`src/nearest_point_pick_defines.svh`:
```
// Assertion macros shared by the point picker RTL.
`ifndef NEAREST_POINT_PICK_DEFINES_SVH
`define NEAREST_POINT_PICK_DEFINES_SVH

// Same-cycle implication, sampled on clock, off while reset is high.
`define NPP_ASSERT_HOLDS(name, cond, rhs, msg) \
   name: assert property (@(posedge clock) disable iff (reset) (cond) |-> (rhs)) \
      else $error(msg);

// Next-cycle implication, sampled on clock, off while reset is high.
`define NPP_ASSERT_NEXT(name, cond, rhs, msg) \
   name: assert property (@(posedge clock) disable iff (reset) (cond) |=> (rhs)) \
      else $error(msg);

`endif

```
`src/npp_pkg.sv`:
```
// Types, constants and state encodings of the nearest point picker.
package npp_pkg;

   localparam int CLIP_W        = 42;   // clip coordinate, Q26.16 after the >>> 8
   localparam int ACC_W         = 50;   // sum of products
   localparam int MUL_A_W       = 22;
   localparam int MUL_B_W       = 32;
   localparam int DIST_W        = 22;   // NDC minus cursor
   localparam int NDC_W         = 21;
   localparam int QMAG_W        = 20;   // quotient magnitude bits
   localparam int NDC_FRAC      = 14;
   localparam int NDC_PRE_SHIFT = QMAG_W - NDC_FRAC;
   localparam int DEPTH_Q_W     = 15;
   localparam int ROW_W_SHIFT   = 16;   // fourth column times 1.0 in Q16.16
   localparam int CLIP_SHIFT    = 8;
   localparam int STEP_W        = 5;
   localparam int CSR_IDX_W     = 3;
   localparam int CSR_DATA_W    = 64;
   localparam int RADIUS_W      = 15;

   localparam logic [STEP_W-1:0] DEPTH_STEPS = STEP_W'(DEPTH_Q_W);
   localparam logic [STEP_W-1:0] NDC_STEPS   = STEP_W'(QMAG_W);

   localparam logic [15:0] DEPTH_ONE = 16'h8000;
   localparam logic signed [NDC_W-1:0] NDC_SAT_MAX = {1'b0, {(NDC_W-1){1'b1}}};
   localparam logic signed [NDC_W-1:0] NDC_SAT_MIN = {1'b1, {(NDC_W-1){1'b0}}};

   localparam logic [CSR_IDX_W-1:0] CSR_MATRIX_ROW0 = 3'd0;
   localparam logic [CSR_IDX_W-1:0] CSR_MATRIX_ROW1 = 3'd1;
   localparam logic [CSR_IDX_W-1:0] CSR_MATRIX_ROW2 = 3'd2;
   localparam logic [CSR_IDX_W-1:0] CSR_MATRIX_ROW3 = 3'd3;
   localparam logic [CSR_IDX_W-1:0] CSR_CURSOR_NDC  = 3'd4;
   localparam logic [CSR_IDX_W-1:0] CSR_PICK_RADIUS = 3'd5;

   localparam logic [CSR_DATA_W-1:0] MATRIX_ROW0_RST = 64'h0000_0000_0000_0100;
   localparam logic [CSR_DATA_W-1:0] MATRIX_ROW1_RST = 64'h0000_0000_0100_0000;
   localparam logic [CSR_DATA_W-1:0] MATRIX_ROW2_RST = 64'h0000_0100_0000_0000;
   localparam logic [CSR_DATA_W-1:0] MATRIX_ROW3_RST = 64'h0100_0000_0000_0000;
   localparam logic [RADIUS_W-1:0]   PICK_RADIUS_RST = 15'd492;

   typedef struct packed {
      logic [31:0]        entity_id;
      logic signed [31:0] pos_x;
      logic signed [31:0] pos_y;
      logic signed [31:0] pos_z;
      logic               last;
   } req_type;

   typedef struct packed {
      logic        found;
      logic [31:0] picked_entity;
      logic [15:0] picked_depth;
   } rsp_type;

   typedef struct packed {
      logic                     start;
      logic                     mode_ndc;
      logic signed [CLIP_W-1:0] num;
      logic signed [CLIP_W-1:0] den;
   } div_cmd_type;

   typedef struct packed {
      logic              done;
      logic              ovf;
      logic              neg;
      logic [QMAG_W-1:0] mag;
   } div_res_type;

   typedef enum logic [3:0] {
      ST_IDLE,
      ST_MAT_MUL,
      ST_MAT_ACC,
      ST_MAT_ROW,
      ST_DIV_START,
      ST_DIV_WAIT,
      ST_SQ_MUL,
      ST_SQ_ACC,
      ST_FINISH
   } pick_state_type;

   typedef enum logic [1:0] {
      DIV_IDLE,
      DIV_CHECK,
      DIV_RUN
   } div_state_type;

endpackage

```
`src/nearest_point_pick.sv`:
```
// Nearest point picker: takes one point per request and reports the nearest
// point under the cursor when a request marked last has been worked through.
// The block stalls its input while a request is worked through: the matrix
// transform runs on the one shared 22x32 multiplier (3 products per row, each
// issued then accumulated, then a step to close the row), then come three
// divisions on the shared bit-serial divider (depth, NDC x and NDC y), the
// squared distance on the same multiplier, and a step each to accept and to
// finish. A point with w of zero skips the divisions and the distance, and
// one with depth out of range leaves after the depth division. A result waits
// in its own register; the block accepts further requests meanwhile, and only
// a following last request waits for it to drain.
`include "nearest_point_pick_defines.svh"

module nearest_point_pick (
   input  logic                                clock,
   input  logic                                reset,
   input  logic                                req_valid,
   output logic                                req_stall,
   input  npp_pkg::req_type                    req_data,
   output logic                                rsp_valid,
   input  logic                                rsp_stall,
   output npp_pkg::rsp_type                    rsp_data,
   input  logic                                csr_valid,
   output logic                                csr_ready,
   input  logic [npp_pkg::CSR_IDX_W-1:0]       csr_index,
   input  logic [npp_pkg::CSR_DATA_W-1:0]      csr_wdata
);

   npp_pkg::pick_state_type state_ff, state_in;
   npp_pkg::req_type        item_ff;

   logic [npp_pkg::CSR_DATA_W-1:0] matrix_ff [4];
   logic [31:0]                    cursor_ff;
   logic [npp_pkg::RADIUS_W-1:0]   radius_ff;

   logic [1:0] row_ff, row_in;
   logic [1:0] idx_ff, idx_in;
   logic [1:0] div_idx_ff, div_idx_in;

   logic signed [npp_pkg::ACC_W-1:0]  acc_ff, acc_in;
   logic signed [npp_pkg::ACC_W-1:0]  prod_ff;
   logic signed [npp_pkg::CLIP_W-1:0] clip_ff [4];
   logic signed [npp_pkg::CLIP_W-1:0] clip_in;
   logic                              clip_we;
   logic [npp_pkg::DEPTH_Q_W-1:0]     depth_ff, depth_in;
   logic signed [npp_pkg::DIST_W-1:0] dx_ff, dx_in;
   logic signed [npp_pkg::DIST_W-1:0] dy_ff, dy_in;

   logic [31:0] best_entity_ff, best_entity_in;
   logic [15:0] best_depth_ff, best_depth_in;
   logic        have_pick_ff, have_pick_in;
   logic        rsp_valid_ff, rsp_valid_in;
   npp_pkg::rsp_type rsp_data_ff, rsp_data_in;

   logic signed [npp_pkg::MUL_A_W-1:0]                 mul_a;
   logic signed [npp_pkg::MUL_B_W-1:0]                 mul_b;
   logic signed [npp_pkg::MUL_A_W+npp_pkg::MUL_B_W-1:0] prod_full;

   logic [npp_pkg::CSR_DATA_W-1:0]    row_word;
   logic signed [15:0]                lane_sel;
   logic signed [15:0]                lane_w;
   logic signed [31:0]                pos_sel;
   logic signed [npp_pkg::ACC_W-1:0]  row_sum;
   logic signed [npp_pkg::NDC_W-1:0]  ndc;
   logic signed [npp_pkg::NDC_W-1:0]  mag_s;
   logic signed [15:0]                ndc_cur;
   logic signed [npp_pkg::DIST_W-1:0] ndc_diff;
   logic                              depth_ok;
   logic                              dist_pass;
   logic                              w_zero;
   logic                              out_free;
   logic                              accept;

   npp_pkg::div_cmd_type div_cmd;
   npp_pkg::div_res_type div_res;

   npp_div u_div (
      .clock (clock),
      .reset (reset),
      .cmd   (div_cmd),
      .res   (div_res)
   );

   assign req_stall = (state_ff != npp_pkg::ST_IDLE);
   assign accept    = req_valid && !req_stall;
   assign out_free  = !rsp_valid_ff || !rsp_stall;
   assign rsp_valid = rsp_valid_ff;
   assign rsp_data  = rsp_data_ff;
   assign csr_ready = 1'b1;

   // ---------------- configuration registers
   always_ff @(posedge clock) begin
      if (reset) begin
         matrix_ff[0] <= npp_pkg::MATRIX_ROW0_RST;
         matrix_ff[1] <= npp_pkg::MATRIX_ROW1_RST;
         matrix_ff[2] <= npp_pkg::MATRIX_ROW2_RST;
         matrix_ff[3] <= npp_pkg::MATRIX_ROW3_RST;
         cursor_ff    <= '0;
         radius_ff    <= npp_pkg::PICK_RADIUS_RST;
      end else if (csr_valid && csr_ready) begin
         case (csr_index)
            npp_pkg::CSR_MATRIX_ROW0: matrix_ff[0] <= csr_wdata;
            npp_pkg::CSR_MATRIX_ROW1: matrix_ff[1] <= csr_wdata;
            npp_pkg::CSR_MATRIX_ROW2: matrix_ff[2] <= csr_wdata;
            npp_pkg::CSR_MATRIX_ROW3: matrix_ff[3] <= csr_wdata;
            npp_pkg::CSR_CURSOR_NDC:  cursor_ff    <= csr_wdata[31:0];
            npp_pkg::CSR_PICK_RADIUS: radius_ff    <= csr_wdata[npp_pkg::RADIUS_W-1:0];
            default: ;
         endcase
      end
   end

   // ---------------- shared multiplier operands
   assign row_word = matrix_ff[row_ff];
   assign lane_w   = signed'(row_word[63:48]);

   always_comb begin
      case (idx_ff)
         2'd0:    lane_sel = signed'(row_word[15:0]);
         2'd1:    lane_sel = signed'(row_word[31:16]);
         default: lane_sel = signed'(row_word[47:32]);
      endcase
      case (idx_ff)
         2'd0:    pos_sel = item_ff.pos_x;
         2'd1:    pos_sel = item_ff.pos_y;
         default: pos_sel = item_ff.pos_z;
      endcase
   end

   always_comb begin
      mul_a = '0;
      mul_b = '0;
      case (state_ff)
         npp_pkg::ST_MAT_MUL: begin
            mul_a = npp_pkg::MUL_A_W'(lane_sel);
            mul_b = pos_sel;
         end
         npp_pkg::ST_SQ_MUL: begin
            case (idx_ff)
               2'd0: begin
                  mul_a = dx_ff;
                  mul_b = npp_pkg::MUL_B_W'(dx_ff);
               end
               2'd1: begin
                  mul_a = dy_ff;
                  mul_b = npp_pkg::MUL_B_W'(dy_ff);
               end
               default: begin
                  mul_a = npp_pkg::MUL_A_W'({1'b0, radius_ff});
                  mul_b = npp_pkg::MUL_B_W'({1'b0, radius_ff});
               end
            endcase
         end
         default: begin
            mul_a = '0;
            mul_b = '0;
         end
      endcase
   end

   assign prod_full = mul_a * mul_b;

   // floor shift of the row sum, fourth column adds w = 1.0
   assign row_sum = acc_ff + (npp_pkg::ACC_W'(lane_w) <<< npp_pkg::ROW_W_SHIFT);
   assign clip_in = npp_pkg::CLIP_W'(row_sum >>> npp_pkg::CLIP_SHIFT);
   assign w_zero  = (clip_ff[3] == '0);

   // ---------------- divider command and result shaping
   always_comb begin
      div_cmd.start    = (state_ff == npp_pkg::ST_DIV_START) && !w_zero;
      div_cmd.mode_ndc = (div_idx_ff != 2'd0);
      div_cmd.den      = clip_ff[3];
      case (div_idx_ff)
         2'd0:    div_cmd.num = clip_ff[2];
         2'd1:    div_cmd.num = clip_ff[0];
         default: div_cmd.num = clip_ff[1];
      endcase
   end

   assign depth_ok = !div_res.ovf && !div_res.neg && (div_res.mag != '0);
   assign mag_s    = signed'({1'b0, div_res.mag});

   always_comb begin
      if (div_res.ovf) begin
         ndc = div_res.neg ? npp_pkg::NDC_SAT_MIN : npp_pkg::NDC_SAT_MAX;
      end else begin
         ndc = div_res.neg ? -mag_s : mag_s;
      end
   end

   assign ndc_cur   = (div_idx_ff == 2'd1) ? signed'(cursor_ff[15:0])
                                           : signed'(cursor_ff[31:16]);
   assign ndc_diff  = npp_pkg::DIST_W'(ndc) - npp_pkg::DIST_W'(ndc_cur);
   assign dist_pass = acc_ff < prod_ff;

   // ---------------- sequencer: next state
   always_comb begin
      state_in = state_ff;
      case (state_ff)
         npp_pkg::ST_IDLE: begin
            if (accept) state_in = npp_pkg::ST_MAT_MUL;
         end
         npp_pkg::ST_MAT_MUL: state_in = npp_pkg::ST_MAT_ACC;
         npp_pkg::ST_MAT_ACC: begin
            state_in = (idx_ff == 2'd2) ? npp_pkg::ST_MAT_ROW : npp_pkg::ST_MAT_MUL;
         end
         npp_pkg::ST_MAT_ROW: begin
            state_in = (row_ff == 2'd3) ? npp_pkg::ST_DIV_START : npp_pkg::ST_MAT_MUL;
         end
         npp_pkg::ST_DIV_START: begin
            state_in = w_zero ? npp_pkg::ST_FINISH : npp_pkg::ST_DIV_WAIT;
         end
         npp_pkg::ST_DIV_WAIT: begin
            if (div_res.done) begin
               if (div_idx_ff == 2'd0 && !depth_ok) begin
                  state_in = npp_pkg::ST_FINISH;
               end else if (div_idx_ff == 2'd2) begin
                  state_in = npp_pkg::ST_SQ_MUL;
               end else begin
                  state_in = npp_pkg::ST_DIV_START;
               end
            end
         end
         npp_pkg::ST_SQ_MUL: state_in = npp_pkg::ST_SQ_ACC;
         npp_pkg::ST_SQ_ACC: begin
            state_in = (idx_ff == 2'd2) ? npp_pkg::ST_FINISH : npp_pkg::ST_SQ_MUL;
         end
         npp_pkg::ST_FINISH: begin
            if (!item_ff.last || out_free) state_in = npp_pkg::ST_IDLE;
         end
         default: state_in = npp_pkg::ST_IDLE;
      endcase
   end

   // ---------------- sequencer: datapath and result controls
   always_comb begin
      row_in         = row_ff;
      idx_in         = idx_ff;
      div_idx_in     = div_idx_ff;
      acc_in         = acc_ff;
      clip_we        = 1'b0;
      depth_in       = depth_ff;
      dx_in          = dx_ff;
      dy_in          = dy_ff;
      best_entity_in = best_entity_ff;
      best_depth_in  = best_depth_ff;
      have_pick_in   = have_pick_ff;
      rsp_valid_in   = rsp_valid_ff && rsp_stall;
      rsp_data_in    = rsp_data_ff;
      case (state_ff)
         npp_pkg::ST_IDLE: begin
            if (accept) begin
               row_in = 2'd0;
               idx_in = 2'd0;
               acc_in = '0;
            end
         end
         npp_pkg::ST_MAT_ACC: begin
            acc_in = acc_ff + prod_ff;
            idx_in = (idx_ff == 2'd2) ? 2'd0 : idx_ff + 2'd1;
         end
         npp_pkg::ST_MAT_ROW: begin
            clip_we    = 1'b1;
            acc_in     = '0;
            row_in     = row_ff + 2'd1;
            div_idx_in = 2'd0;
         end
         npp_pkg::ST_DIV_WAIT: begin
            if (div_res.done) begin
               case (div_idx_ff)
                  2'd0: begin
                     depth_in   = div_res.mag[npp_pkg::DEPTH_Q_W-1:0];
                     div_idx_in = 2'd1;
                  end
                  2'd1: begin
                     dx_in      = ndc_diff;
                     div_idx_in = 2'd2;
                  end
                  default: begin
                     dy_in  = ndc_diff;
                     idx_in = 2'd0;
                     acc_in = '0;
                  end
               endcase
            end
         end
         npp_pkg::ST_SQ_ACC: begin
            if (idx_ff != 2'd2) begin
               acc_in = acc_ff + prod_ff;
               idx_in = idx_ff + 2'd1;
            end else begin
               idx_in = 2'd0;
               // ties keep the earlier point
               if (dist_pass && ({1'b0, depth_ff} < best_depth_ff)) begin
                  best_entity_in = item_ff.entity_id;
                  best_depth_in  = {1'b0, depth_ff};
                  have_pick_in   = 1'b1;
               end
            end
         end
         npp_pkg::ST_FINISH: begin
            if (item_ff.last && out_free) begin
               rsp_valid_in              = 1'b1;
               rsp_data_in.found         = have_pick_ff;
               rsp_data_in.picked_entity = have_pick_ff ? best_entity_ff : 32'd0;
               rsp_data_in.picked_depth  = have_pick_ff ? best_depth_ff : npp_pkg::DEPTH_ONE;
               best_entity_in            = '0;
               best_depth_in             = npp_pkg::DEPTH_ONE;
               have_pick_in              = 1'b0;
            end
         end
         default: begin
            clip_we = 1'b0;
         end
      endcase
   end

   // ---------------- registers
   always_ff @(posedge clock) begin
      if (reset) begin
         state_ff       <= npp_pkg::ST_IDLE;
         row_ff         <= '0;
         idx_ff         <= '0;
         div_idx_ff     <= '0;
         best_entity_ff <= '0;
         best_depth_ff  <= npp_pkg::DEPTH_ONE;
         have_pick_ff   <= 1'b0;
         rsp_valid_ff   <= 1'b0;
      end else begin
         state_ff       <= state_in;
         row_ff         <= row_in;
         idx_ff         <= idx_in;
         div_idx_ff     <= div_idx_in;
         best_entity_ff <= best_entity_in;
         best_depth_ff  <= best_depth_in;
         have_pick_ff   <= have_pick_in;
         rsp_valid_ff   <= rsp_valid_in;
      end
   end

   always_ff @(posedge clock) begin
      if (accept) item_ff <= req_data;
      if (clip_we) clip_ff[row_ff] <= clip_in;
      prod_ff     <= prod_full[npp_pkg::ACC_W-1:0];
      acc_ff      <= acc_in;
      depth_ff    <= depth_in;
      dx_ff       <= dx_in;
      dy_ff       <= dy_in;
      rsp_data_ff <= rsp_data_in;
   end

   // ---------------- checks
   `NPP_ASSERT_HOLDS(a_pick_depth_range, have_pick_ff, (best_depth_ff != 16'd0) && (best_depth_ff < npp_pkg::DEPTH_ONE), "held pick has depth outside the open unit range")
   `NPP_ASSERT_HOLDS(a_empty_pick_clear, !have_pick_ff, (best_depth_ff == npp_pkg::DEPTH_ONE) && (best_entity_ff == 32'd0), "empty pick state not at its cleared values")
   `NPP_ASSERT_NEXT(a_result_loaded, (state_ff == npp_pkg::ST_FINISH) && item_ff.last && out_free, rsp_valid_ff && !have_pick_ff && (state_ff == npp_pkg::ST_IDLE), "last request finished without a result and a cleared pick")
   `NPP_ASSERT_HOLDS(a_div_done_waited, div_res.done, state_ff == npp_pkg::ST_DIV_WAIT, "divider finished while the sequencer was not waiting on it")

endmodule

```
`src/npp_div.sv`:
```
// Restoring divider, one quotient bit per cycle, for depth and NDC quotients.
module npp_div (
   input  logic                 clock,
   input  logic                 reset,
   input  npp_pkg::div_cmd_type cmd,
   output npp_pkg::div_res_type res
);

   npp_pkg::div_state_type state_ff, state_in;
   logic [npp_pkg::CLIP_W:0]   rem_ff, rem_in;
   logic [npp_pkg::CLIP_W-1:0] den_ff, den_in;
   logic [npp_pkg::QMAG_W-1:0] low_ff, low_in;
   logic [npp_pkg::QMAG_W-1:0] quo_ff, quo_in;
   logic [npp_pkg::STEP_W-1:0] cnt_ff, cnt_in;
   logic neg_ff, neg_in;
   logic ovf_ff, ovf_in;
   logic done_ff, done_in;

   logic [npp_pkg::CLIP_W-1:0] num_abs;
   logic [npp_pkg::CLIP_W-1:0] den_abs;
   logic [npp_pkg::CLIP_W:0]   den_ext;
   logic [npp_pkg::CLIP_W:0]   trial;
   logic                       fits;
   logic                       too_big;

   assign num_abs = cmd.num[npp_pkg::CLIP_W-1] ? unsigned'(-cmd.num) : unsigned'(cmd.num);
   assign den_abs = cmd.den[npp_pkg::CLIP_W-1] ? unsigned'(-cmd.den) : unsigned'(cmd.den);
   assign den_ext = {1'b0, den_ff};
   // remainder stays below the divisor, so its top bit is free to shift out
   assign trial   = {rem_ff[npp_pkg::CLIP_W-1:0], low_ff[npp_pkg::QMAG_W-1]};
   assign fits    = trial >= den_ext;
   assign too_big = rem_ff >= den_ext;

   always_comb begin
      state_in = state_ff;
      case (state_ff)
         npp_pkg::DIV_IDLE: begin
            if (cmd.start) state_in = npp_pkg::DIV_CHECK;
         end
         npp_pkg::DIV_CHECK: begin
            state_in = too_big ? npp_pkg::DIV_IDLE : npp_pkg::DIV_RUN;
         end
         npp_pkg::DIV_RUN: begin
            if (cnt_ff == npp_pkg::STEP_W'(1)) state_in = npp_pkg::DIV_IDLE;
         end
         default: state_in = npp_pkg::DIV_IDLE;
      endcase
   end

   always_comb begin
      rem_in  = rem_ff;
      den_in  = den_ff;
      low_in  = low_ff;
      quo_in  = quo_ff;
      cnt_in  = cnt_ff;
      neg_in  = neg_ff;
      ovf_in  = ovf_ff;
      done_in = 1'b0;
      case (state_ff)
         npp_pkg::DIV_IDLE: begin
            if (cmd.start) begin
               // the high part of the scaled dividend must be below the divisor
               if (cmd.mode_ndc) begin
                  rem_in = {1'b0, num_abs} >> npp_pkg::NDC_PRE_SHIFT;
                  low_in = {num_abs[npp_pkg::NDC_PRE_SHIFT-1:0], {npp_pkg::NDC_FRAC{1'b0}}};
                  cnt_in = npp_pkg::NDC_STEPS;
               end else begin
                  rem_in = {1'b0, num_abs};
                  low_in = '0;
                  cnt_in = npp_pkg::DEPTH_STEPS;
               end
               den_in = den_abs;
               neg_in = cmd.num[npp_pkg::CLIP_W-1] ^ cmd.den[npp_pkg::CLIP_W-1];
               quo_in = '0;
               ovf_in = 1'b0;
            end
         end
         npp_pkg::DIV_CHECK: begin
            if (too_big) begin
               ovf_in  = 1'b1;
               done_in = 1'b1;
            end
         end
         npp_pkg::DIV_RUN: begin
            rem_in = fits ? (trial - den_ext) : trial;
            quo_in = {quo_ff[npp_pkg::QMAG_W-2:0], fits};
            low_in = low_ff << 1;
            cnt_in = cnt_ff - npp_pkg::STEP_W'(1);
            if (cnt_ff == npp_pkg::STEP_W'(1)) done_in = 1'b1;
         end
         default: begin
            done_in = 1'b0;
         end
      endcase
   end

   always_ff @(posedge clock) begin
      if (reset) begin
         state_ff <= npp_pkg::DIV_IDLE;
         done_ff  <= 1'b0;
      end else begin
         state_ff <= state_in;
         done_ff  <= done_in;
      end
   end

   always_ff @(posedge clock) begin
      rem_ff <= rem_in;
      den_ff <= den_in;
      low_ff <= low_in;
      quo_ff <= quo_in;
      cnt_ff <= cnt_in;
      neg_ff <= neg_in;
      ovf_ff <= ovf_in;
   end

   always_comb begin
      res.done = done_ff;
      res.ovf  = ovf_ff;
      res.neg  = neg_ff;
      res.mag  = quo_ff;
   end

endmodule

```
`config.mk`:
```
export PLATFORM = sky130hd
export DESIGN_NAME = nearest_point_pick
export DESIGN_NICKNAME = d
export VERILOG_FILES = /design/src/npp_pkg.sv /design/src/nearest_point_pick.sv /design/src/npp_div.sv
export VERILOG_INCLUDE_DIRS = /design/src /design/src/src
export SDC_FILE = /design/constraint.sdc
export NUM_CORES = 2
export LEC_CHECK = 0
export BUFFER_PORTS_ARGS = -buffer_cell sky130_fd_sc_hd__clkbuf_2
export CAP_MARGIN = 10
export CORE_ASPECT_RATIO = 1.1
export CORE_MARGIN = 2
export CORE_UTILIZATION = 26
export CTS_CLUSTER_SIZE = 40
export DETAILED_ROUTE_END_ITERATION = 8
export PLACE_DENSITY_LB_ADDON = 0.2
export SLEW_MARGIN = 40
export SYNTH_ARGS = -nofsm -noshare
export SYNTH_HDL_FRONTEND = slang
export SYNTH_SLANG_ARGS = --single-unit
export TNS_END_PERCENT = 20
```
`constraint.sdc`:
```
create_clock -name clock -period 11.9 [get_ports clock]
set_input_delay 0.595 -clock clock [delete_from_list [all_inputs] [get_ports clock]]
set_output_delay 0.595 -clock clock [all_outputs]
set_load 0.05 [all_outputs]
```
==> flow_summary.toml <==
[status]
status = "complete, no violations"

[min_path]
hold_class = "in -> reg"
hold_path.startpoint = "req_data[5]"

[detailed_routing]
totalWireLength_um = 240000
via_per_inst = 4.64
wl_per_cell_um = 21.4
detailroute.wirelength.met2_um = 112000
met3_length_um = 10800
ant_nets = 0
drt-pass1-iter-count = 7
top_layer_used = "met5"
drtIter0Drc = 3511
vias = 52062
met1_length_um = 109000
drc = 0

[synthesis]
synth_cells = 7103
synth-edff-count = 829
postSynthAreaPerCell_sq_um = 10.4
synthesis.area_sq_um = 73800
syn_nets = 8381
synth_warnings = 0
yosysUniqueCellTypes = 98
ys_seq_area_share_pct = 38.1
synth_ff_type = "edfxtp_1"
ys_ff_latch = 991
synthArstFlopShare_pct = 0

[setup_path]
crit_type = "reg -> reg"
r2r-start = "state_ff[3]"
start_kind = "flip-flop"
worstPathMaxFanout = 12
crit_path_end_kind = "flip-flop"
cp.arrival_ns = 10.98
crit_start = "state_ff[3]"
crit_required_ns = 12.56
cp_common_cell = "fa_1"
slowest_stage = "nor2b_1"
max_stage_delay_ns = 0.69

[die]
start_util_pct = 26.1
num_rows = 205
die_area_sq_um = 288000
core_area_sq_um = 283000
io_pins = 253
die_y_um = 563
die_x_um = 512

[timing]
finalSetupViolCount = 0
slew_violations = 0
post-route-period-util_pct = 86.7
setup_tns_ns = 0
worst_pin_slew_ns = 0.876
rsz0062_at_grt = "false"
fmax_mhz = 97.0
fin_ws_ns = 1.59
slew_headroom_pct = 41.4
hold_viol_final = 0
fin_worst_skew_ns = 0.0537
period_needed_ns = 10.31

[global_route]
grt_overflow = 0
grt_max_degree = 81
grt_pass1_wl_um = 361000
antenna_found_initial = 7
grtUsageTotal_pct = 16.6
grt_pass1_vias = 54911

[place]
hpwl_um = 181000
place_congestion = 0.875
io_buffers = 251
postPlaceCellArea_sq_um = 79800
pre_cts_ws_ns = 1.71

[clock_tree]
clockBufferDepth = 3
clock_sinks = 991
cts_resized = 0
clk_pin_slew_ns = 0.06
h-tree-depth = 3
post_cts_buffers = 0
numCtsBuffers = 116
cts-root-buf = "clkbuf_16"
clock_latency_ns = 0.75
hold_buffers = 124
cts_tree = "yes"

[layout]
drive_above_1_share_pct = 10.2
layout-area-overhead-vs-synth_pct = 15.1
fillers = 29311
num-nets-final = 8675
multi_input_area_sq_um = 41400
stdcell_area_sq_um = 85000
register_area_sq_um = 28200

[power]
cellLeakagePower_nw = 34.6
total_power_mw = 10.2
peakVddDrop_v = 0.000114
power_density_nw_per_um2 = 120

[job]
cap_violations = 0
## worst paths after layout
path                   end  depth (start not counted)  slack, ns
max reg2reg    prod_ff[48]                         28       1.59
min             item_ff[5]                          1       0.07
max            prod_ff[48]                         28       1.59
min reg2reg  cursor_ff[30]                          2       0.45
## per-layer routing
metal / vias to the layer above / GRT usage, %
li1: 24264 / -
met1: 26165 / 22.4
met2: 1314 / 27.5
met3: 313 / 1.98
met4: 6 / 5.21
met5: - / 0
## worst max-delay path, delay by kind of cell (launching register included)
| family | cells | cell delay (ns) |
|---|---|---|
| DFF | 1 | 0.44 |
| xor gates and xnor gates | 1 | 0.16 |
| AOI/OAI and AO/OA | 9 | 2.37 |
| buffers and inverters | 5 | 0.71 |
| adders and majority gates | 8 | 4.12 |
| and+or+nand+nor | 5 | 2.37 |
## Yosys cell counts (all sizes together) (43+ instances only)
cell type,number,area (sq um)
a21o,93,698
a21oi,412,2070
and2,352,2200
buf,48,221
clkbuf,261,1000
dfxtp,162,3240
edfxtp,829,24900
fa,668,13400
ha,409,5120
inv,917,3440
mux2i,140,1410
mux4,64,1440
nand2,877,3290
nand2b,47,294
nand3,113,566
nor2,545,2050
nor2b,44,275
nor3,58,315
o21a,52,390
o21ai,253,1270
o21bai,43,323
xnor2,206,1800
xor2,61,534
## where the power goes
part	leakage (nW)	switching (mW)	internal [mW]	total (mW)
clock network	1.91	1.54	2.11	3.66
registers	9.04	0.129	4.00	4.13
logic	23.6	1.55	0.882	2.43
total	34.6	3.22	7.00	10.2
## registers in the layout, summed over array words and instances (netlist names), 16 cells and up, named ones only
signal,cells
clip_ff,168
acc_ff,50
item_ff,129
rsp_data,49
best_depth_ff,16
dy_ff,22
prod_ff,50
matrix_ff,256
dx_ff,22
u_div.rem_ff,43
u_div.den_ff,42
u_div.quo_ff,20
best_entity_ff,32
cursor_ff,32
## area by class of cell
type	instances	share of cell area [%]
Sequential cell	991	33.1
Inverter	919	4.07
Clock buffer	156	3.81
Clock inverter	65	0.814
Multi-Input combinational cell	4884	48.7
Timing Repair Buffer	485	3.99
Antenna cell	3	0.00884
Tap cell	3726	5.49
## cells in the final DEF, fill, tap and decap left out, drive strengths merged, types with 64 or more instances in the layout
cell type    count
a21o            93
a21oi          412
and2           352
buf            111
clkbuf         406
dfxtp          162
dlygate4sd3    124
edfxtp         829
fa             668
ha             409
inv            921
mux2i          140
mux4            64
nand2          877
nand3          113
nor2           545
o21ai          253
xnor2          206
## kinds of logic after synthesis
family,share of synthesized area (%)
buffers and inverters,6.32
and+or+nand+nor,13.9
AOI/OAI and AO/OA,9.01
muxes,4.46
DFF,38.1
xor gates and xnor gates,3.17
other,0.00508
adders and majority gates,25.0
## per-stage QoR
stage,instances,hold WS (ns),util [%]
final,11229,0.0714,30.0
after global routing,11228,0.0311,30.0
after detailed placement,10881,0.447,28.2
after floorplan,7103,0.433,-
after global placement,10880,0.441,28.1
after CTS,11226,0.00327,30.0
Power figures use the tool's default switching activity.
